===== src/eps_pkg.sv =====
`default_nettype none

package eps_pkg;

    localparam int QUEUE_DEPTH         = 4;
    localparam int MAX_ELEMENTS        = 16;
    localparam int MAX_EVENTS_PER_TICK = 64;

    localparam int QIDX_W  = (QUEUE_DEPTH > 1) ? $clog2(QUEUE_DEPTH) : 1;
    localparam int QSIZE_W = $clog2(QUEUE_DEPTH + 1);
    localparam int EI_W    = $clog2(MAX_ELEMENTS + 1);
    localparam int TIDX_W  = (MAX_ELEMENTS > 1) ? $clog2(MAX_ELEMENTS) : 1;
    localparam int NCNT_W  = $clog2(MAX_EVENTS_PER_TICK + 1);

    localparam int OP_W    = 3;
    localparam int CNT_W   = 32;
    localparam int MM_W    = 24;
    localparam int RATIO_W = 32;
    localparam int DOT_W   = 16;
    localparam int LATE_W  = 31;
    localparam int KIND_W  = 3;
    localparam int IDX_W   = 4;
    localparam int PAT_W   = 2;
    localparam int ECNT_W  = 5;
    localparam int PROD_W  = 56;
    localparam int POS_W   = 41;
    localparam int FRAC_W  = 24;
    localparam int DVD_W   = 56;
    localparam int DCNT_W  = 6;
    localparam int ADDR_W  = 4;
    localparam int DATA_W  = 32;

    localparam logic [RATIO_W-1:0] RATIO_RESET  = 32'd808714;
    localparam logic [MM_W-1:0]    OFFSET_RESET = 24'd64000;
    localparam logic [PROD_W-1:0]  ROUND_HALF   = 56'h800000;
    localparam logic [DCNT_W-1:0]  DIV_STEPS_M1 = 6'd55;

    localparam logic [PAT_W-1:0] PAT_NONE  = 2'd0;
    localparam logic [PAT_W-1:0] PAT_LINES = 2'd1;

    typedef enum logic [OP_W-1:0] {
        OP_TICK  = 3'd0,
        OP_LEAD  = 3'd1,
        OP_TRAIL = 3'd2,
        OP_ARM   = 3'd3,
        OP_ABORT = 3'd4,
        OP_LOAD  = 3'd5
    } op_t;

    typedef enum logic [KIND_W-1:0] {
        KIND_DOT   = 3'd0,
        KIND_OPEN  = 3'd1,
        KIND_CLOSE = 3'd2,
        KIND_CAL   = 3'd3,
        KIND_OVF   = 3'd4
    } kind_t;

    typedef enum logic [1:0] {
        CAL_IDLE  = 2'd0,
        CAL_LEAD  = 2'd1,
        CAL_TRAIL = 2'd2
    } cal_phase_t;

    typedef enum logic [1:0] {
        REG_PATTERN = 2'd0,
        REG_ECOUNT  = 2'd1,
        REG_PPM     = 2'd2,
        REG_OFFSET  = 2'd3
    } reg_idx_t;

    typedef enum logic [1:0] {
        MUL_OFFSET,
        MUL_DOT,
        MUL_DOT_NEXT,
        MUL_POS
    } mul_sel_t;

    typedef enum logic [1:0] {
        PEND_EVENT,
        PEND_OVF,
        PEND_CAL
    } pend_src_t;

    typedef struct packed {
        logic [PAT_W-1:0]   pattern;
        logic [ECNT_W-1:0]  elem_count;
        logic [RATIO_W-1:0] ppm;
        logic [MM_W-1:0]    offset;
    } cfg_t;

    typedef struct packed {
        logic      take;
        logic      mul_en;
        mul_sel_t  mul_sel;
        logic      off_set;
        logic      pos_line;
        logic      pos_dot;
        logic      due_calc;
        logic      pend_load;
        pend_src_t pend_src;
        logic      push_last;
        logic      n_clear;
        logic      adv_line;
        logic      adv_dot;
        logic      retire;
        logic      enq;
        logic      cal_cap;
        logic      cal_arm;
        logic      cal_end;
        logic      abort;
        logic      load;
        logic      div_start;
        logic      div_step;
        logic      cal_set;
    } cmd_t;

    typedef struct packed {
        logic [OP_W-1:0] op;
        logic            running;
        logic            fault;
        cal_phase_t      cal_phase;
        logic            len_zero;
        logic            q_empty;
        logic            q_full;
        logic            n_max;
        logic            head_skip;
        logic            lines;
        logic            pos_over;
        logic            late_neg;
        logic            pend_v;
        logic            out_busy;
        logic            div_last;
    } stat_t;

endpackage

`default_nettype wire


===== src/eps_item_if.sv =====
`default_nettype none

interface eps_item_if;
    logic                         valid;
    logic                         ready;
    logic [eps_pkg::OP_W-1:0]     op;
    logic [eps_pkg::CNT_W-1:0]    pulse_count;
    logic                         running;
    logic                         fault;
    logic                         too_slow;
    logic [eps_pkg::MM_W-1:0]     paper_length_mm;
    logic [eps_pkg::IDX_W-1:0]    elem_index;
    logic [eps_pkg::MM_W-1:0]     elem_start_mm;
    logic [eps_pkg::MM_W-1:0]     elem_end_mm;
    logic [eps_pkg::MM_W-1:0]     elem_spacing_mm;

    modport source (
        output valid, op, pulse_count, running, fault, too_slow, paper_length_mm,
               elem_index, elem_start_mm, elem_end_mm, elem_spacing_mm,
        input  ready
    );
    modport sink (
        input  valid, op, pulse_count, running, fault, too_slow, paper_length_mm,
               elem_index, elem_start_mm, elem_end_mm, elem_spacing_mm,
        output ready
    );
endinterface

`default_nettype wire


===== src/eps_result_if.sv =====
`default_nettype none

interface eps_result_if;
    logic                          valid;
    logic                          ready;
    logic [eps_pkg::KIND_W-1:0]    kind;
    logic                          fire;
    logic [eps_pkg::LATE_W-1:0]    late_pulses;
    logic [eps_pkg::RATIO_W-1:0]   calib_ratio;
    logic                          last;

    modport source (
        output valid, kind, fire, late_pulses, calib_ratio, last,
        input  ready
    );
    modport sink (
        input  valid, kind, fire, late_pulses, calib_ratio, last,
        output ready
    );
endinterface

`default_nettype wire


===== src/eps_regs.sv =====
`default_nettype none

module eps_regs (
    input  wire logic                        clk,
    input  wire logic                        rst_n,
    input  wire logic                        psel,
    input  wire logic                        penable,
    input  wire logic                        pwrite,
    input  wire logic [eps_pkg::ADDR_W-1:0]  paddr,
    input  wire logic [eps_pkg::DATA_W-1:0]  pwdata,
    output logic      [eps_pkg::DATA_W-1:0]  prdata,
    output logic                             pready,
    output eps_pkg::cfg_t                    cfg,
    output logic                             ppm_wr
);

    eps_pkg::cfg_t cfg_reg;
    logic          ppm_wr_reg;
    logic          wr_en;
    logic [1:0]    idx;

    assign pready = 1'b1;
    assign idx    = paddr[3:2];
    assign wr_en  = psel && penable && pwrite;
    assign ppm_wr = ppm_wr_reg;
    assign cfg    = cfg_reg;

    // The working ratio is loaded in the cycle after the write, once the register holds it.
    always_ff @(posedge clk or negedge rst_n)
    begin
        if (!rst_n)
        begin
            cfg_reg.pattern    <= eps_pkg::PAT_NONE;
            cfg_reg.elem_count <= '0;
            cfg_reg.ppm        <= eps_pkg::RATIO_RESET;
            cfg_reg.offset     <= eps_pkg::OFFSET_RESET;
            ppm_wr_reg         <= 1'b0;
        end
        else
        begin
            ppm_wr_reg <= wr_en && (idx == eps_pkg::REG_PPM);
            if (wr_en)
            begin
                case (idx)
                    eps_pkg::REG_PATTERN: cfg_reg.pattern    <= pwdata[eps_pkg::PAT_W-1:0];
                    eps_pkg::REG_ECOUNT:  cfg_reg.elem_count <= pwdata[eps_pkg::ECNT_W-1:0];
                    eps_pkg::REG_PPM:     cfg_reg.ppm        <= pwdata;
                    eps_pkg::REG_OFFSET:  cfg_reg.offset     <= pwdata[eps_pkg::MM_W-1:0];
                    default:              cfg_reg.offset     <= cfg_reg.offset;
                endcase
            end
        end
    end

    always_comb
    begin
        case (idx)
            eps_pkg::REG_PATTERN: prdata = 32'(cfg_reg.pattern);
            eps_pkg::REG_ECOUNT:  prdata = 32'(cfg_reg.elem_count);
            eps_pkg::REG_PPM:     prdata = cfg_reg.ppm;
            eps_pkg::REG_OFFSET:  prdata = 32'(cfg_reg.offset);
            default:              prdata = '0;
        endcase
    end

endmodule

`default_nettype wire


===== src/eps_ctrl.sv =====
`default_nettype none

module eps_ctrl (
    input  wire logic           clk,
    input  wire logic           rst_n,
    input  wire logic           item_valid,
    output logic                item_ready,
    input  wire eps_pkg::stat_t st,
    output eps_pkg::cmd_t       cmd
);

    typedef enum logic [3:0] {
        S_IDLE,
        S_DECODE,
        S_OFFR,
        S_CHK,
        S_CMP,
        S_MUL,
        S_DUE,
        S_EMIT,
        S_ACMP,
        S_DIV,
        S_CALOUT,
        S_FINISH
    } state_t;

    state_t state_reg;
    state_t state_next;

    assign item_ready = (state_reg == S_IDLE);

    always_comb
    begin
        cmd        = '0;
        state_next = state_reg;
        case (state_reg)
            S_IDLE:
            begin
                if (item_valid)
                begin
                    cmd.take   = 1'b1;
                    state_next = S_DECODE;
                end
            end
            S_DECODE:
            begin
                state_next = S_IDLE;
                case (st.op)
                    eps_pkg::OP_TICK:
                    begin
                        if (st.running)
                        begin
                            cmd.n_clear = 1'b1;
                            cmd.mul_en  = 1'b1;
                            cmd.mul_sel = eps_pkg::MUL_OFFSET;
                            state_next  = S_OFFR;
                        end
                    end
                    eps_pkg::OP_LEAD:
                    begin
                        if (st.cal_phase == eps_pkg::CAL_LEAD)
                        begin
                            cmd.cal_cap = 1'b1;
                        end
                        else if (st.running && !st.fault)
                        begin
                            if (st.q_full)
                            begin
                                cmd.pend_load = 1'b1;
                                cmd.pend_src  = eps_pkg::PEND_OVF;
                                state_next    = S_FINISH;
                            end
                            else
                            begin
                                cmd.enq = 1'b1;
                            end
                        end
                    end
                    eps_pkg::OP_TRAIL:
                    begin
                        if (st.cal_phase == eps_pkg::CAL_TRAIL)
                        begin
                            cmd.cal_end = 1'b1;
                            if (!st.len_zero)
                            begin
                                cmd.div_start = 1'b1;
                                state_next    = S_DIV;
                            end
                        end
                    end
                    eps_pkg::OP_ARM:   cmd.cal_arm = 1'b1;
                    eps_pkg::OP_ABORT: cmd.abort   = 1'b1;
                    eps_pkg::OP_LOAD:  cmd.load    = 1'b1;
                    default:           state_next  = S_IDLE;
                endcase
            end
            S_OFFR:
            begin
                cmd.off_set = 1'b1;
                state_next  = S_CHK;
            end
            S_CHK:
            begin
                if (st.q_empty || st.n_max)
                begin
                    state_next = S_FINISH;
                end
                else if (st.head_skip)
                begin
                    cmd.retire = 1'b1;
                end
                else if (st.lines)
                begin
                    cmd.pos_line = 1'b1;
                    state_next   = S_MUL;
                end
                else
                begin
                    cmd.mul_en  = 1'b1;
                    cmd.mul_sel = eps_pkg::MUL_DOT;
                    state_next  = S_CMP;
                end
            end
            S_CMP:
            begin
                // A first dot past the element end retires the whole sheet.
                if (st.pos_over)
                begin
                    cmd.retire = 1'b1;
                    state_next = S_CHK;
                end
                else
                begin
                    cmd.pos_dot = 1'b1;
                    state_next  = S_MUL;
                end
            end
            S_MUL:
            begin
                cmd.mul_en  = 1'b1;
                cmd.mul_sel = eps_pkg::MUL_POS;
                state_next  = S_DUE;
            end
            S_DUE:
            begin
                cmd.due_calc = 1'b1;
                state_next   = S_EMIT;
            end
            S_EMIT:
            begin
                if (st.late_neg)
                begin
                    state_next = S_FINISH;
                end
                else if (!(st.pend_v && st.out_busy))
                begin
                    cmd.pend_load = 1'b1;
                    cmd.pend_src  = eps_pkg::PEND_EVENT;
                    if (st.lines)
                    begin
                        cmd.adv_line = 1'b1;
                        state_next   = S_CHK;
                    end
                    else
                    begin
                        cmd.mul_en  = 1'b1;
                        cmd.mul_sel = eps_pkg::MUL_DOT_NEXT;
                        state_next  = S_ACMP;
                    end
                end
            end
            S_ACMP:
            begin
                cmd.adv_dot = 1'b1;
                state_next  = S_CHK;
            end
            S_DIV:
            begin
                cmd.div_step = 1'b1;
                if (st.div_last)
                begin
                    state_next = S_CALOUT;
                end
            end
            S_CALOUT:
            begin
                cmd.pend_load = 1'b1;
                cmd.pend_src  = eps_pkg::PEND_CAL;
                cmd.cal_set   = 1'b1;
                state_next    = S_FINISH;
            end
            S_FINISH:
            begin
                if (!(st.pend_v && st.out_busy))
                begin
                    cmd.push_last = 1'b1;
                    state_next    = S_IDLE;
                end
            end
            default: state_next = S_IDLE;
        endcase
    end

    always_ff @(posedge clk or negedge rst_n)
    begin
        if (!rst_n)
        begin
            state_reg <= S_IDLE;
        end
        else
        begin
            state_reg <= state_next;
        end
    end

endmodule

`default_nettype wire


===== src/eps_datapath.sv =====
`default_nettype none

module eps_datapath (
    input  wire logic                          clk,
    input  wire logic                          rst_n,
    input  wire eps_pkg::cmd_t                 cmd,
    output eps_pkg::stat_t                     st,
    input  wire eps_pkg::cfg_t                 cfg,
    input  wire logic                          ppm_wr,
    input  wire logic [eps_pkg::OP_W-1:0]      op,
    input  wire logic [eps_pkg::CNT_W-1:0]     pulse_count,
    input  wire logic                          running,
    input  wire logic                          fault,
    input  wire logic                          too_slow,
    input  wire logic [eps_pkg::MM_W-1:0]      paper_length_mm,
    input  wire logic [eps_pkg::IDX_W-1:0]     elem_index,
    input  wire logic [eps_pkg::MM_W-1:0]      elem_start_mm,
    input  wire logic [eps_pkg::MM_W-1:0]      elem_end_mm,
    input  wire logic [eps_pkg::MM_W-1:0]      elem_spacing_mm,
    output logic                               out_valid,
    input  wire logic                          out_ready,
    output logic [eps_pkg::KIND_W-1:0]         kind,
    output logic                               fire,
    output logic [eps_pkg::LATE_W-1:0]         late_pulses,
    output logic [eps_pkg::RATIO_W-1:0]        calib_ratio,
    output logic                               last
);

    localparam int D = eps_pkg::QUEUE_DEPTH;
    localparam int M = eps_pkg::MAX_ELEMENTS;

    // Latched request
    logic [eps_pkg::OP_W-1:0]    op_reg;
    logic [eps_pkg::CNT_W-1:0]   cnt_reg;
    logic                        run_reg;
    logic                        fault_reg;
    logic                        slow_reg;
    logic [eps_pkg::MM_W-1:0]    len_in_reg;
    logic [eps_pkg::IDX_W-1:0]   idx_reg;
    logic [eps_pkg::MM_W-1:0]    start_in_reg;
    logic [eps_pkg::MM_W-1:0]    end_in_reg;
    logic [eps_pkg::MM_W-1:0]    sp_in_reg;

    // Sheet ring and element table
    logic [eps_pkg::CNT_W-1:0]   edge_reg [D];
    logic [eps_pkg::EI_W-1:0]    elem_reg [D];
    logic [eps_pkg::DOT_W-1:0]   dot_reg  [D];
    logic                        open_reg [D];
    logic [eps_pkg::QIDX_W-1:0]  head_reg;
    logic [eps_pkg::QSIZE_W-1:0] size_reg;
    logic [eps_pkg::MM_W-1:0]    tstart_reg [M];
    logic [eps_pkg::MM_W-1:0]    tend_reg   [M];
    logic [eps_pkg::MM_W-1:0]    tsp_reg    [M];

    // Calibration and ratio
    eps_pkg::cal_phase_t         cal_phase_reg;
    logic [eps_pkg::CNT_W-1:0]   cal_lead_reg;
    logic [eps_pkg::MM_W-1:0]    cal_len_reg;
    logic [eps_pkg::RATIO_W-1:0] wr_reg;

    // Event arithmetic
    logic [eps_pkg::CNT_W-1:0]   offp_reg;
    logic [eps_pkg::MM_W-1:0]    pos_reg;
    logic [eps_pkg::PROD_W-1:0]  prod_reg;
    logic [eps_pkg::CNT_W-1:0]   late_reg;
    logic [eps_pkg::NCNT_W-1:0]  n_reg;

    // Pending result, held until the next one shows whether it is the last
    logic                        pend_v_reg;
    logic [eps_pkg::KIND_W-1:0]  pend_kind_reg;
    logic                        pend_fire_reg;
    logic [eps_pkg::LATE_W-1:0]  pend_late_reg;
    logic [eps_pkg::RATIO_W-1:0] pend_ratio_reg;

    logic                        out_valid_reg;
    logic [eps_pkg::KIND_W-1:0]  out_kind_reg;
    logic                        out_fire_reg;
    logic [eps_pkg::LATE_W-1:0]  out_late_reg;
    logic [eps_pkg::RATIO_W-1:0] out_ratio_reg;
    logic                        out_last_reg;

    // Divider
    logic [eps_pkg::MM_W-1:0]    rem_reg;
    logic [eps_pkg::DVD_W-1:0]   dvd_reg;
    logic [eps_pkg::RATIO_W-1:0] quo_reg;
    logic                        ovf_reg;
    logic [eps_pkg::DCNT_W-1:0]  dcnt_reg;

    logic [eps_pkg::EI_W-1:0]    h_elem;
    logic [eps_pkg::DOT_W-1:0]   h_dot;
    logic                        h_open;
    logic [eps_pkg::TIDX_W-1:0]  tidx;
    logic [eps_pkg::MM_W-1:0]    e_start;
    logic [eps_pkg::MM_W-1:0]    e_end;
    logic [eps_pkg::MM_W-1:0]    e_sp;
    logic                        lines;
    logic [eps_pkg::MM_W-1:0]    mul_a;
    logic [eps_pkg::RATIO_W-1:0] mul_b;
    logic [eps_pkg::PROD_W-1:0]  prod_rnd;
    logic [eps_pkg::CNT_W-1:0]   pulses;
    logic [eps_pkg::POS_W-1:0]   pos_sum;
    logic                        pos_over;
    logic [eps_pkg::QIDX_W-1:0]  head_inc;
    logic [eps_pkg::QSIZE_W:0]   tail_sum;
    logic [eps_pkg::QIDX_W-1:0]  tail;
    logic [eps_pkg::MM_W:0]      r_sh;
    logic                        q_bit;
    logic [eps_pkg::RATIO_W-1:0] div_ratio;
    logic [eps_pkg::CNT_W-1:0]   cal_diff;
    logic                        push;
    logic                        push_last_bit;

    assign h_elem  = elem_reg[head_reg];
    assign h_dot   = dot_reg[head_reg];
    assign h_open  = open_reg[head_reg];
    assign tidx    = eps_pkg::TIDX_W'(h_elem);
    assign e_start = tstart_reg[tidx];
    assign e_end   = tend_reg[tidx];
    assign e_sp    = tsp_reg[tidx];
    assign lines   = (cfg.pattern == eps_pkg::PAT_LINES);

    always_comb
    begin
        case (cmd.mul_sel)
            eps_pkg::MUL_OFFSET:
            begin
                mul_a = cfg.offset;
                mul_b = wr_reg;
            end
            eps_pkg::MUL_DOT:
            begin
                mul_a = e_sp;
                mul_b = 32'(h_dot);
            end
            eps_pkg::MUL_DOT_NEXT:
            begin
                mul_a = e_sp;
                mul_b = 32'(eps_pkg::DOT_W'(h_dot + 16'd1));
            end
            default:
            begin
                mul_a = pos_reg;
                mul_b = wr_reg;
            end
        endcase
    end

    // Q16.8 by Q16.16 gives 24 fraction bits; round half up to whole pulses.
    assign prod_rnd = prod_reg + eps_pkg::ROUND_HALF;
    assign pulses   = prod_rnd[eps_pkg::FRAC_W +: eps_pkg::CNT_W];
    assign pos_sum  = eps_pkg::POS_W'(e_start) + prod_reg[eps_pkg::POS_W-2:0];
    assign pos_over = pos_sum > eps_pkg::POS_W'(e_end);

    assign head_inc = (32'(head_reg) == D - 1) ? '0 : eps_pkg::QIDX_W'(head_reg + 1'b1);
    assign tail_sum = (eps_pkg::QSIZE_W + 1)'(head_reg) + (eps_pkg::QSIZE_W + 1)'(size_reg);
    assign tail     = (32'(tail_sum) >= D) ? eps_pkg::QIDX_W'(32'(tail_sum) - D)
                                           : eps_pkg::QIDX_W'(tail_sum);

    assign r_sh      = {rem_reg, dvd_reg[eps_pkg::DVD_W-1]};
    assign q_bit     = r_sh >= {1'b0, cal_len_reg};
    assign div_ratio = ovf_reg ? '1 : quo_reg;
    assign cal_diff  = cnt_reg - cal_lead_reg;

    assign push          = (cmd.pend_load || cmd.push_last) && pend_v_reg;
    assign push_last_bit = cmd.push_last;

    always_comb
    begin
        st           = '0;
        st.op        = op_reg;
        st.running   = run_reg;
        st.fault     = fault_reg;
        st.cal_phase = cal_phase_reg;
        st.len_zero  = (cal_len_reg == '0);
        st.q_empty   = (size_reg == '0);
        st.q_full    = (32'(size_reg) >= D);
        st.n_max     = (32'(n_reg) == eps_pkg::MAX_EVENTS_PER_TICK);
        st.head_skip = (cfg.pattern == eps_pkg::PAT_NONE)
                       || (32'(h_elem) >= 32'(cfg.elem_count))
                       || (32'(h_elem) >= M);
        st.lines     = lines;
        st.pos_over  = pos_over;
        st.late_neg  = late_reg[eps_pkg::CNT_W-1];
        st.pend_v    = pend_v_reg;
        st.out_busy  = out_valid_reg && !out_ready;
        st.div_last  = (dcnt_reg == '0);
    end

    // Request and arithmetic registers (no reset needed)
    always_ff @(posedge clk)
    begin
        if (cmd.take)
        begin
            op_reg       <= op;
            cnt_reg      <= pulse_count;
            run_reg      <= running;
            fault_reg    <= fault;
            slow_reg     <= too_slow;
            len_in_reg   <= paper_length_mm;
            idx_reg      <= elem_index;
            start_in_reg <= elem_start_mm;
            end_in_reg   <= elem_end_mm;
            sp_in_reg    <= elem_spacing_mm;
        end
        if (cmd.mul_en)
        begin
            prod_reg <= eps_pkg::PROD_W'(mul_a) * eps_pkg::PROD_W'(mul_b);
        end
        if (cmd.off_set)
        begin
            offp_reg <= pulses;
        end
        if (cmd.pos_line)
        begin
            pos_reg <= h_open ? e_end : e_start;
        end
        if (cmd.pos_dot)
        begin
            pos_reg <= pos_sum[eps_pkg::MM_W-1:0];
        end
        if (cmd.due_calc)
        begin
            late_reg <= cnt_reg - (edge_reg[head_reg] + offp_reg + pulses);
        end
        if (cmd.enq)
        begin
            edge_reg[tail] <= cnt_reg;
            elem_reg[tail] <= '0;
            dot_reg[tail]  <= '0;
            open_reg[tail] <= 1'b0;
        end
        if (cmd.adv_line)
        begin
            open_reg[head_reg] <= !h_open;
            if (h_open)
            begin
                elem_reg[head_reg] <= eps_pkg::EI_W'(h_elem + 1'b1);
            end
        end
        if (cmd.adv_dot)
        begin
            if (pos_over)
            begin
                dot_reg[head_reg]  <= '0;
                elem_reg[head_reg] <= eps_pkg::EI_W'(h_elem + 1'b1);
            end
            else
            begin
                dot_reg[head_reg] <= eps_pkg::DOT_W'(h_dot + 16'd1);
            end
        end
        if (cmd.load && (32'(idx_reg) < M))
        begin
            tstart_reg[eps_pkg::TIDX_W'(idx_reg)] <= start_in_reg;
            tend_reg[eps_pkg::TIDX_W'(idx_reg)]   <= end_in_reg;
            tsp_reg[eps_pkg::TIDX_W'(idx_reg)]    <= sp_in_reg;
        end
        if (cmd.div_start)
        begin
            dvd_reg  <= (eps_pkg::DVD_W'(cal_diff) << eps_pkg::FRAC_W)
                        + eps_pkg::DVD_W'(cal_len_reg >> 1);
            rem_reg  <= '0;
            quo_reg  <= '0;
            ovf_reg  <= 1'b0;
            dcnt_reg <= eps_pkg::DIV_STEPS_M1;
        end
        else if (cmd.div_step)
        begin
            rem_reg  <= q_bit ? eps_pkg::MM_W'(r_sh - {1'b0, cal_len_reg})
                              : r_sh[eps_pkg::MM_W-1:0];
            dvd_reg  <= dvd_reg << 1;
            quo_reg  <= {quo_reg[eps_pkg::RATIO_W-2:0], q_bit};
            ovf_reg  <= ovf_reg || quo_reg[eps_pkg::RATIO_W-1];
            dcnt_reg <= dcnt_reg - 1'b1;
        end
        if (cmd.pend_load)
        begin
            case (cmd.pend_src)
                eps_pkg::PEND_EVENT:
                begin
                    pend_kind_reg  <= !lines ? eps_pkg::KIND_DOT
                                    : (h_open ? eps_pkg::KIND_CLOSE : eps_pkg::KIND_OPEN);
                    pend_fire_reg  <= !slow_reg;
                    pend_late_reg  <= late_reg[eps_pkg::LATE_W-1:0];
                    pend_ratio_reg <= '0;
                end
                eps_pkg::PEND_CAL:
                begin
                    pend_kind_reg  <= eps_pkg::KIND_CAL;
                    pend_fire_reg  <= 1'b0;
                    pend_late_reg  <= '0;
                    pend_ratio_reg <= div_ratio;
                end
                default:
                begin
                    pend_kind_reg  <= eps_pkg::KIND_OVF;
                    pend_fire_reg  <= 1'b0;
                    pend_late_reg  <= '0;
                    pend_ratio_reg <= '0;
                end
            endcase
        end
        if (push)
        begin
            out_kind_reg  <= pend_kind_reg;
            out_fire_reg  <= pend_fire_reg;
            out_late_reg  <= pend_late_reg;
            out_ratio_reg <= pend_ratio_reg;
            out_last_reg  <= push_last_bit;
        end
    end

    // Control state
    always_ff @(posedge clk or negedge rst_n)
    begin
        if (!rst_n)
        begin
            head_reg      <= '0;
            size_reg      <= '0;
            cal_phase_reg <= eps_pkg::CAL_IDLE;
            cal_lead_reg  <= '0;
            cal_len_reg   <= '0;
            wr_reg        <= eps_pkg::RATIO_RESET;
            n_reg         <= '0;
            pend_v_reg    <= 1'b0;
            out_valid_reg <= 1'b0;
        end
        else
        begin
            if (cmd.abort)
            begin
                head_reg <= '0;
                size_reg <= '0;
            end
            else if (cmd.retire)
            begin
                head_reg <= head_inc;
                size_reg <= size_reg - 1'b1;
            end
            else if (cmd.enq)
            begin
                size_reg <= size_reg + 1'b1;
            end

            if (cmd.cal_cap)
            begin
                cal_lead_reg  <= cnt_reg;
                cal_phase_reg <= eps_pkg::CAL_TRAIL;
            end
            else if (cmd.cal_arm)
            begin
                cal_len_reg   <= len_in_reg;
                cal_phase_reg <= eps_pkg::CAL_LEAD;
            end
            else if (cmd.cal_end)
            begin
                cal_phase_reg <= eps_pkg::CAL_IDLE;
            end

            if (ppm_wr)
            begin
                wr_reg <= cfg.ppm;
            end
            else if (cmd.cal_set)
            begin
                wr_reg <= div_ratio;
            end

            if (cmd.n_clear)
            begin
                n_reg <= '0;
            end
            else if (cmd.pend_load && (cmd.pend_src == eps_pkg::PEND_EVENT))
            begin
                n_reg <= n_reg + 1'b1;
            end

            if (cmd.pend_load)
            begin
                pend_v_reg <= 1'b1;
            end
            else if (cmd.push_last)
            begin
                pend_v_reg <= 1'b0;
            end

            if (push)
            begin
                out_valid_reg <= 1'b1;
            end
            else if (out_ready)
            begin
                out_valid_reg <= 1'b0;
            end
        end
    end

    assign out_valid   = out_valid_reg;
    assign kind        = out_kind_reg;
    assign fire        = out_fire_reg;
    assign late_pulses = out_late_reg;
    assign calib_ratio = out_ratio_reg;
    assign last        = out_last_reg;

    // The ring never holds more sheets than it has room for.
    a_size_bound: assert property (@(posedge clk) disable iff (!rst_n)
        32'(size_reg) <= D)
        else $error("sheet ring overfilled");

    // A result is never written over one that is still waiting to be taken.
    a_no_overwrite: assert property (@(posedge clk) disable iff (!rst_n)
        (push && out_valid_reg) |-> out_ready)
        else $error("result register overwritten");

    // One tick never emits more than the event limit.
    a_event_cap: assert property (@(posedge clk) disable iff (!rst_n)
        32'(n_reg) <= eps_pkg::MAX_EVENTS_PER_TICK)
        else $error("event count beyond limit");

    // The working ratio moves only by a register write or a calibration.
    a_ratio_src: assert property (@(posedge clk) disable iff (!rst_n)
        !$stable(wr_reg) |-> ($past(ppm_wr) || $past(cmd.cal_set)))
        else $error("working ratio changed without cause");

endmodule

`default_nettype wire


===== src/encoder_pattern_event_scheduler.sv =====
// Channel   Role    Handshake      Carries
// item      sink    valid/ready    op, pulse_count, flags, calibration and element fields
// result    source  valid/ready    kind, fire, late_pulses, calib_ratio, last
// APB       slave   psel/penable   pattern_type, element_count, encoder ratio, offset_mm
//
// One request is handled at a time. A tick's dot and line events are worked out by the
// shared 24x32 multiplier, which serves offset, dot position and pulse conversion in turn.
// A calibration result is worked out by the 56-step restoring divider.
// Reset is asynchronous and leaves the queue empty; sheet and element stores are
// not cleared. A stalled result register holds the controller, so the next request waits.
`default_nettype none

module encoder_pattern_event_scheduler (
    input  wire logic                        clk,
    input  wire logic                        rst_n,
    eps_item_if.sink                         item,
    eps_result_if.source                     result,
    input  wire logic                        psel,
    input  wire logic                        penable,
    input  wire logic                        pwrite,
    input  wire logic [eps_pkg::ADDR_W-1:0]  paddr,
    input  wire logic [eps_pkg::DATA_W-1:0]  pwdata,
    output logic      [eps_pkg::DATA_W-1:0]  prdata,
    output logic                             pready
);

    eps_pkg::cfg_t  cfg;
    eps_pkg::cmd_t  cmd;
    eps_pkg::stat_t st;
    logic           ppm_wr;

    eps_regs u_regs (
        .clk     (clk),
        .rst_n   (rst_n),
        .psel    (psel),
        .penable (penable),
        .pwrite  (pwrite),
        .paddr   (paddr),
        .pwdata  (pwdata),
        .prdata  (prdata),
        .pready  (pready),
        .cfg     (cfg),
        .ppm_wr  (ppm_wr)
    );

    eps_ctrl u_ctrl (
        .clk        (clk),
        .rst_n      (rst_n),
        .item_valid (item.valid),
        .item_ready (item.ready),
        .st         (st),
        .cmd        (cmd)
    );

    eps_datapath u_dp (
        .clk             (clk),
        .rst_n           (rst_n),
        .cmd             (cmd),
        .st              (st),
        .cfg             (cfg),
        .ppm_wr          (ppm_wr),
        .op              (item.op),
        .pulse_count     (item.pulse_count),
        .running         (item.running),
        .fault           (item.fault),
        .too_slow        (item.too_slow),
        .paper_length_mm (item.paper_length_mm),
        .elem_index      (item.elem_index),
        .elem_start_mm   (item.elem_start_mm),
        .elem_end_mm     (item.elem_end_mm),
        .elem_spacing_mm (item.elem_spacing_mm),
        .out_valid       (result.valid),
        .out_ready       (result.ready),
        .kind            (result.kind),
        .fire            (result.fire),
        .late_pulses     (result.late_pulses),
        .calib_ratio     (result.calib_ratio),
        .last            (result.last)
    );

endmodule

`default_nettype wire


===== src/flat_wrapper.sv =====
// flat-port wrapper written by rule: the top's interface ports become plain ports
module encoder_pattern_event_scheduler_flat 
  (clk, rst_n, psel, penable, pwrite, paddr, pwdata, prdata, pready, item_valid, item_op, item_pulse_count, item_running, item_fault, item_too_slow, item_paper_length_mm, item_elem_index, item_elem_start_mm, item_elem_end_mm, item_elem_spacing_mm, item_ready, result_valid, result_kind, result_fire, result_late_pulses, result_calib_ratio, result_last, result_ready);
  eps_item_if item_i ();
  eps_result_if result_i ();
  input  wire logic clk;
  input  wire logic rst_n;
  input  wire logic psel;
  input  wire logic penable;
  input  wire logic pwrite;
  input  wire logic [eps_pkg::ADDR_W-1:0] paddr;
  input  wire logic [eps_pkg::DATA_W-1:0] pwdata;
  output logic      [eps_pkg::DATA_W-1:0] prdata;
  output logic pready;
  input wire logic [$bits(item_i.valid)-1:0] item_valid;
  input wire logic [$bits(item_i.op)-1:0] item_op;
  input wire logic [$bits(item_i.pulse_count)-1:0] item_pulse_count;
  input wire logic [$bits(item_i.running)-1:0] item_running;
  input wire logic [$bits(item_i.fault)-1:0] item_fault;
  input wire logic [$bits(item_i.too_slow)-1:0] item_too_slow;
  input wire logic [$bits(item_i.paper_length_mm)-1:0] item_paper_length_mm;
  input wire logic [$bits(item_i.elem_index)-1:0] item_elem_index;
  input wire logic [$bits(item_i.elem_start_mm)-1:0] item_elem_start_mm;
  input wire logic [$bits(item_i.elem_end_mm)-1:0] item_elem_end_mm;
  input wire logic [$bits(item_i.elem_spacing_mm)-1:0] item_elem_spacing_mm;
  output wire logic [$bits(item_i.ready)-1:0] item_ready;
  output wire logic [$bits(result_i.valid)-1:0] result_valid;
  output wire logic [$bits(result_i.kind)-1:0] result_kind;
  output wire logic [$bits(result_i.fire)-1:0] result_fire;
  output wire logic [$bits(result_i.late_pulses)-1:0] result_late_pulses;
  output wire logic [$bits(result_i.calib_ratio)-1:0] result_calib_ratio;
  output wire logic [$bits(result_i.last)-1:0] result_last;
  input wire logic [$bits(result_i.ready)-1:0] result_ready;
  assign item_i.valid = item_valid;
  assign item_i.op = item_op;
  assign item_i.pulse_count = item_pulse_count;
  assign item_i.running = item_running;
  assign item_i.fault = item_fault;
  assign item_i.too_slow = item_too_slow;
  assign item_i.paper_length_mm = item_paper_length_mm;
  assign item_i.elem_index = item_elem_index;
  assign item_i.elem_start_mm = item_elem_start_mm;
  assign item_i.elem_end_mm = item_elem_end_mm;
  assign item_i.elem_spacing_mm = item_elem_spacing_mm;
  assign item_ready = item_i.ready;
  assign result_valid = result_i.valid;
  assign result_kind = result_i.kind;
  assign result_fire = result_i.fire;
  assign result_late_pulses = result_i.late_pulses;
  assign result_calib_ratio = result_i.calib_ratio;
  assign result_last = result_i.last;
  assign result_i.ready = result_ready;
  encoder_pattern_event_scheduler u_core (.clk(clk), .rst_n(rst_n), .item(item_i), .result(result_i), .psel(psel), .penable(penable), .pwrite(pwrite), .paddr(paddr), .pwdata(pwdata), .prdata(prdata), .pready(pready));
endmodule

===== config.mk =====
export PLATFORM = sky130hd
export DESIGN_NAME = encoder_pattern_event_scheduler_flat
export DESIGN_NICKNAME = d
export VERILOG_FILES = /design/src/eps_pkg.sv /design/src/eps_item_if.sv /design/src/eps_result_if.sv /design/src/eps_regs.sv /design/src/eps_ctrl.sv /design/src/eps_datapath.sv /design/src/encoder_pattern_event_scheduler.sv /design/src/flat_wrapper.sv
export SDC_FILE = /design/constraint.sdc
export NUM_CORES = 2
export LEC_CHECK = 0
export BUFFER_PORTS_ARGS = -buffer_cell sky130_fd_sc_hd__buf_4
export CAP_MARGIN = 20
export CORE_AREA = 2 2 477 479
export CTS_BUF_LIST = sky130_fd_sc_hd__clkbuf_4
export CTS_CLUSTER_SIZE = 28
export DETAILED_ROUTE_END_ITERATION = 10
export DIE_AREA = 0 0 479 481
export GPL_TIMING_DRIVEN = 0
export HOLD_SLACK_MARGIN = 0.12
export PLACE_DENSITY_LB_ADDON = 0.3
export SETUP_SLACK_MARGIN = 0.3
export SKIP_LAST_GASP = 1
export SLEW_MARGIN = 20
export SYNTH_ARGS = -nofsm -noshare
export SYNTH_HDL_FRONTEND = slang
export SYNTH_SLANG_ARGS = --single-unit

===== constraint.sdc =====
create_clock -name clk -period 11.3 [get_ports clk]
set_input_delay 1.13 -clock clk [delete_from_list [all_inputs] [get_ports clk]]
set_output_delay 1.13 -clock clk [all_outputs]
set_load 0.1 [all_outputs]

* Word level (Yosys, flattened, before mapping) *
Memories as Yosys holds them, arrays and structs flattened.
Index checks and enable logic that the tools add are counted.

word-level totals
  RAM bits = 1,368
  logic and storage cells = 283
  memories kept = 7
  bits of input ports = 181
  bits in registers = 708
  output and inout port bits = 103

memory list
  memory                  words  bits a word  read ports  clocked after memory_dff  write ports  line                RTL
  u_core.u_dp.tend_reg    16     24           1           0                         1            eps_datapath.sv:52  logic [eps_pkg::MM_W-1:0] tend_reg [M];
  u_core.u_dp.tsp_reg     16     24           1           0                         1            eps_datapath.sv:53  logic [eps_pkg::MM_W-1:0] tsp_reg [M];
  u_core.u_dp.tstart_reg  16     24           1           0                         1            eps_datapath.sv:51  logic [eps_pkg::MM_W-1:0] tstart_reg [M];
  u_core.u_dp.edge_reg    4      32           1           0                         1            eps_datapath.sv:45  logic [eps_pkg::CNT_W-1:0] edge_reg [D];
  u_core.u_dp.dot_reg     4      16           1           0                         1            eps_datapath.sv:47  logic [eps_pkg::DOT_W-1:0] dot_reg [D];
  u_core.u_dp.elem_reg    4      5            1           0                         1            eps_datapath.sv:46  logic [eps_pkg::EI_W-1:0] elem_reg [D];
  +1 memories             --     --           --          --                        --           --

cells by class
  add/sub/neg operators = 17
  equality and inequality tests = 32
  multiply operators = 1
  multiplexer cells = 128
  bitwise operators = 3
  reduce and logical (&&, ||, !) cells = 46
  order comparisons = 6

operators by type and width
  cell                    number
  $pmux 32 s4             1
  $mux 56                 2
  $mux 24                 4
  $mux 32                 3
  $add 32x32->32          2
  $pmux 32 s2             1
  $sub 32x32->32          2
  $mux 1                  58
  $add 56x23->56          1
  $add 56x24->56 const B  1
  $mul 24x32->56          1
  $mux 3                  18
  $mux 4                  13
  $pmux 24 s2             1
  $pmux 4 s11             1
  $add 24x40->41          1
  $gt 41x24->1            1
  $mux 16                 2
  $mux 2                  14
  $ge 25x24->1            1
  $logic_not 24->1        1
  $sub 24x24->24          1
  $mux 7                  3
  $add 16x1->16 const B   1
  other kinds (48)        99

* Logic depth before layout (Yosys ltp) *
  depth after elaboration = 11
  gate-level depth with buffers = 50
  gate-level depth less buffers = 44

* Cells and area by module *
From an unflattened synthesis, not the netlist that was laid out.

unflattened totals
  cells, all modules = 8,483
  area, all modules = 113,385.0 µm²

modules (own cells, without submodules)
  module        cells an instance  area each (µm²)  seq. area each (µm²)  times used
  eps_datapath  8,181              109,550.1        59,158.0              1
  eps_regs      204                3,130.5          1,620.3               1
  eps_ctrl      98                 704.4            100.1                 1

* Worst setup path before layout *
Ideal clock, no wire load.

  kind = register to register
  start = register u_core.u_dp.head_reg[0] (netlist bit)
  end = register u_core.u_dp.prod_reg[54] (netlist bit), data pin
  data arrival time = 11,583 ps
  path slack = -545 ps
  required time = 11,038 ps
  cell stages (with the launch flop) = 46
  cells stage by stage = dfrtp_1 -> buf_6 -> buf_6 -> mux4_2 -> buf_2 -> buf_2 -> buf_2 -> buf_2 -> buf_1 -> ha_1 -> a21o_1 -> a21oi_1 -> nor2b_1 -> o21ai_0 -> nand3_1 -> nand2b_1 -> nor2b_1 -> ha_1 -> [10 not listed] -> fa_1 -> fa_1 -> fa_1 -> inv_1 -> fa_1 -> inv_1 -> ha_1 -> a211oi_1 -> o21ai_0 -> a31oi_1 -> a311oi_1 -> a32oi_1 -> o21ai_0 -> nand2_1 -> nand3_1 -> a221o_1 -> a211oi_1 -> xnor2_1

between the ends
  longest elaborated chain between the ends = 11
  elaborated cells on any way between the ends = 18
  those cells by class = 1 x add/sub; 1 x mul; 2 x order compare; 2 x eq/ne; 5 x mux; 4 x reduce/logical; 3 x memory

ends and longest elaborated chain
  element                                          line                 RTL
  start, declared                                  eps_datapath.sv:49   logic [eps_pkg::QIDX_W-1:0] head_reg;
  start signal, assigned                           eps_datapath.sv:337  head_reg <= head_inc;
  $mem_v2 4x5                                      --
  $ge 5x5->1                                       eps_datapath.sv:179  || (32'(h_elem) >= 32'(cfg.elem_count))
  $logic_or 1x1->1                                 eps_datapath.sv:179
  $logic_or 1x1->1                                 eps_datapath.sv:180  || (32'(h_elem) >= M);
  $mux 3                                           eps_ctrl.sv:108      else if (st.head_skip)
  $mux 3                                           eps_ctrl.sv:104      if (st.q_empty || st.n_max)
  $pmux 3 s4                                       eps_ctrl.sv:36       case (state_reg)
  $eq 2x2->1 / $eq 2x1->1 (equally long branches)  eps_datapath.sv:124  case (cmd.mul_sel)
  $reduce_or 2->1 (no line)                        --
  $pmux 24 s2                                      eps_datapath.sv:124
  $mul 24x32->56 (*)                               eps_datapath.sv:207  prod_reg <= eps_pkg::PROD_W'(mul_a) * eps_pkg::PROD_W'(mul_b);
  end signal, assigned                             eps_datapath.sv:207
  end, declared                                    eps_datapath.sv:64   logic [eps_pkg::PROD_W-1:0] prod_reg;

Every way passes the cells marked *; elsewhere a longest branch is shown, timed or not.
A chain may end at the register's enable or synchronous reset.

* Final worst setup path *
Ends and elaborated chain as after synthesis.

==> results.toml <==
[critical_path]
rr_worst_depth = 50
cp_max_fo = 7
crit_path_frequent_cell = "buf_12"
crit_arrival_ps = 12610
cp-end-kind = "flip-flop"
crit_required_ps = 12400
slowest_stage = "fa_2"
reg2reg_to = "u_core.u_dp.prod_reg[54]"
timing.rr.start = "u_core.u_dp.head_reg[0]"
critical_path_class = "flip-flop to flip-flop"
max_stage_delay_ps = 580
start_kind = "flip-flop"
timing.reg2reg.setup_slack_ps = -210

[grt]
grt_pass1_wl_um = 516000
grt_usage_pct = 30.8
antenna_found_initial = 24
grt-ovfl-total = 0
grt_pass1_vias = 78376
grt_max_degree = 98

[yosys]
synth.distinct_cells = 91
postSynthAreaPerCell_um2 = 13.0
synthesis.area_um2 = 112000
synth_flop_cell = "edfxtp_1"
synth.top_cell.area_share_pct = 49.3
yosysWarnings = 0
syn_inst = 8619
yosysTopAreaCell = "edfxtp_1"
synth_area_leaders = "edfxtp_1 (49%), fa_1 (13%), mux4_2 (5.4%)"
seq_area_frac_synth_pct = 54.3
ys_ff_latch = 2076
syn_nets = 9860
synthArstFlopShare_pct = 8.29
synth_edf_count = 1841

[cells_and_area]
layout.nets = 11168
syn_to_final_growth_pct = 18.6
layout_commonest_cell = "edfxtp_1"
drive_gt1_share_pct = 22.2
final_util_pct = 58.9
fillers = 17823
final_cell_mix = "edfxtp_1 (1841), nand2_1 (1095), inv_1 (997)"

[clock_network]
cts_root_buf = "clkbuf_4"
clock-sinks = 2076
clkTransAtPathRegs_ps = 70
insertion_delay_ps = 1460
htree_levels = 6
clock_tree.buffer_depth = 4
cts_tree = "done"
cts_buffers = 541

[detailed_routing]
ant_nets = 0
wirelength_um = 352000
drtIter0Drc = 8300
drc = 0
vias_per_cell = 5.75
num_vias = 76389
wl_per_cell_um = 26.5
dr.pass1.iters = 7

[floorplan]
io_pins = 284
fp.dieH_um = 481
die-area_um2 = 230000
initial_core_util_pct = 49.7
row_count = 175
die_w_um = 479
core_um2 = 226000

[outcome]
violations = "negative setup slack"
status = "finished with violations"

[timing]
drv_slew = 0
worst_hold_slack_ps = 335
relSlewSlack_pct = 23.1
fin_ws_ps = -214
fin_worst_skew_ps = 134
final-setup-viol-count = 7
max_slew.worst_pin.slew_ps = 1150
finalCritPeriodShare_pct = 102
finalSetupTns_ps = -806
max_freq_ghz = 0.0869
rsz0062_at_grt = "yes"
period_minus_slack_ps = 11510
hold_violations = 0

[hold_path]
hp-class = "primary input to asynchronous set/reset pin"

[place]
place.gp.congestion = 1.02
pre_cts_slack_ps = -6020
hpwl_um = 260000
port_buffers = 279

[flow_run]
max_cap_violations = 0
[synth_stat cells (18+ instances only)]
library cell  instances
buf_1                45
dfxtp_1              63
or2_2                27
mux2_2               71
nand3_1             166
nor3_1               60
nand4_1              66
xnor2_1             130
mux4_2              271
a221oi_1             54
o21bai_1             25
a21o_1               81
a31oi_1              72
clkbuf_1            244
o211ai_1             23
mux2i_1             157
xor2_1               81
and2_1               78
buf_4                19
and3_1               52
a22oi_1              50
nand2_1            1101
nand2b_1             93
a211oi_1             18
o21a_1               33
dfrtp_1             148
dfstp_2              24
buf_2                84
inv_1              1018
nor2b_1              61
fa_1                724
edfxtp_1           1841
nor2_1              551
o21ai_0             321
a21oi_1             213
ha_1                336
[layout make-up]
cell class	count	area, um^2	share of cell area (%)
diodes	23	57.6	0.0433
flip-flops and latches	2076	60900	45.7
clock buffers	770	5780	4.34
well taps	3009	3760	2.83
plain buffers	401	2940	2.21
inverters	1020	3840	2.88
repair buffers	766	7690	5.78
clock inverters	110	738	0.555
multi-input cells	5121	47400	35.6
[repair_timing]
action | 4_1_cts | 5_1_grt
setup buffers | 129 | 51
gates cloned | 4 | 1
endpoints found under the setup margin | 198 | 167
hold buffers | 173 | 0
hold endpoints to repair | 278 | 0
pin swaps | 108 | 82
resized for setup | 561 | 111
[metal layers]
layer  routed length (um)  vias to the layer above  part of all wire (%)  track usage [%]
met2               165000                     4010                    47             48.7
li1                     -                    32975                     -                -
met3                30800                      894                   8.7             6.61
met5                   27                        -                0.0077                0
met4                22400                        4                   6.4             17.5
met1               134000                    38506                    38             39.5
[worst max-delay path, delay by kind of cell (launching register included)]
| family | cells | cell delay [ps] |
|---|---|---|
| AO/OA/AOI/OAI | 13 | 2770 |
| XOR/XNOR | 1 | 100 |
| adder cells (fa/ha/maj) | 10 | 4340 |
| buffers and inverters | 17 | 2030 |
| flip-flops | 1 | 400 |
| multiplexers | 1 | 570 |
| AND/OR/NAND/NOR | 8 | 920 |
[how the worst max path moves through the flow]
stage | depth (start not counted) | slack, ps | end | startpoint
global placement | 45 | -5950 | u_core.u_dp.prod_reg[54] | u_core.u_dp.head_reg[1]
CTS | 49 | -130 | u_core.u_dp.prod_reg[54] | u_core.u_dp.head_reg[0]
global route | 49 | -410 | u_core.u_dp.prod_reg[54] | u_core.u_dp.head_reg[0]
finish | 50 | -210 | u_core.u_dp.prod_reg[54] | u_core.u_dp.head_reg[0]
detailed placement | 45 | -6020 | u_core.u_dp.prod_reg[54] | u_core.u_dp.head_reg[1]
floorplan | 48 | 310 | u_core.u_dp.prod_reg[54] | u_core.u_dp.head_reg[0]
[kinds of logic (layout without fill, tap and decap cells)]
group	after synthesis	count (layout)	synth area share, %
XOR/XNOR	211	211	1.65
AND/OR/NAND/NOR	2324	2324	9.09
adder cells (fa/ha/maj)	1060	1060	16.7
buffers and inverters	1422	3067	4.99
multiplexers	501	501	7.58
AO/OA/AOI/OAI	1024	1024	5.75
flip-flops	2076	2076	54.3
other	1	24	0.00334
[stage by stage]
stage / instance area (um^2) / instances
global route: 133000 / 13290
floorplan: 112000 / 8619
detailed placement: 120000 / 12035
global placement: 118000 / 11907
CTS: 132000 / 13220
finish: 133000 / 13296
Power is left out: the tool's default activity adds up to more than one toggle a clock period on the data nets, which glitch-free logic cannot reach.
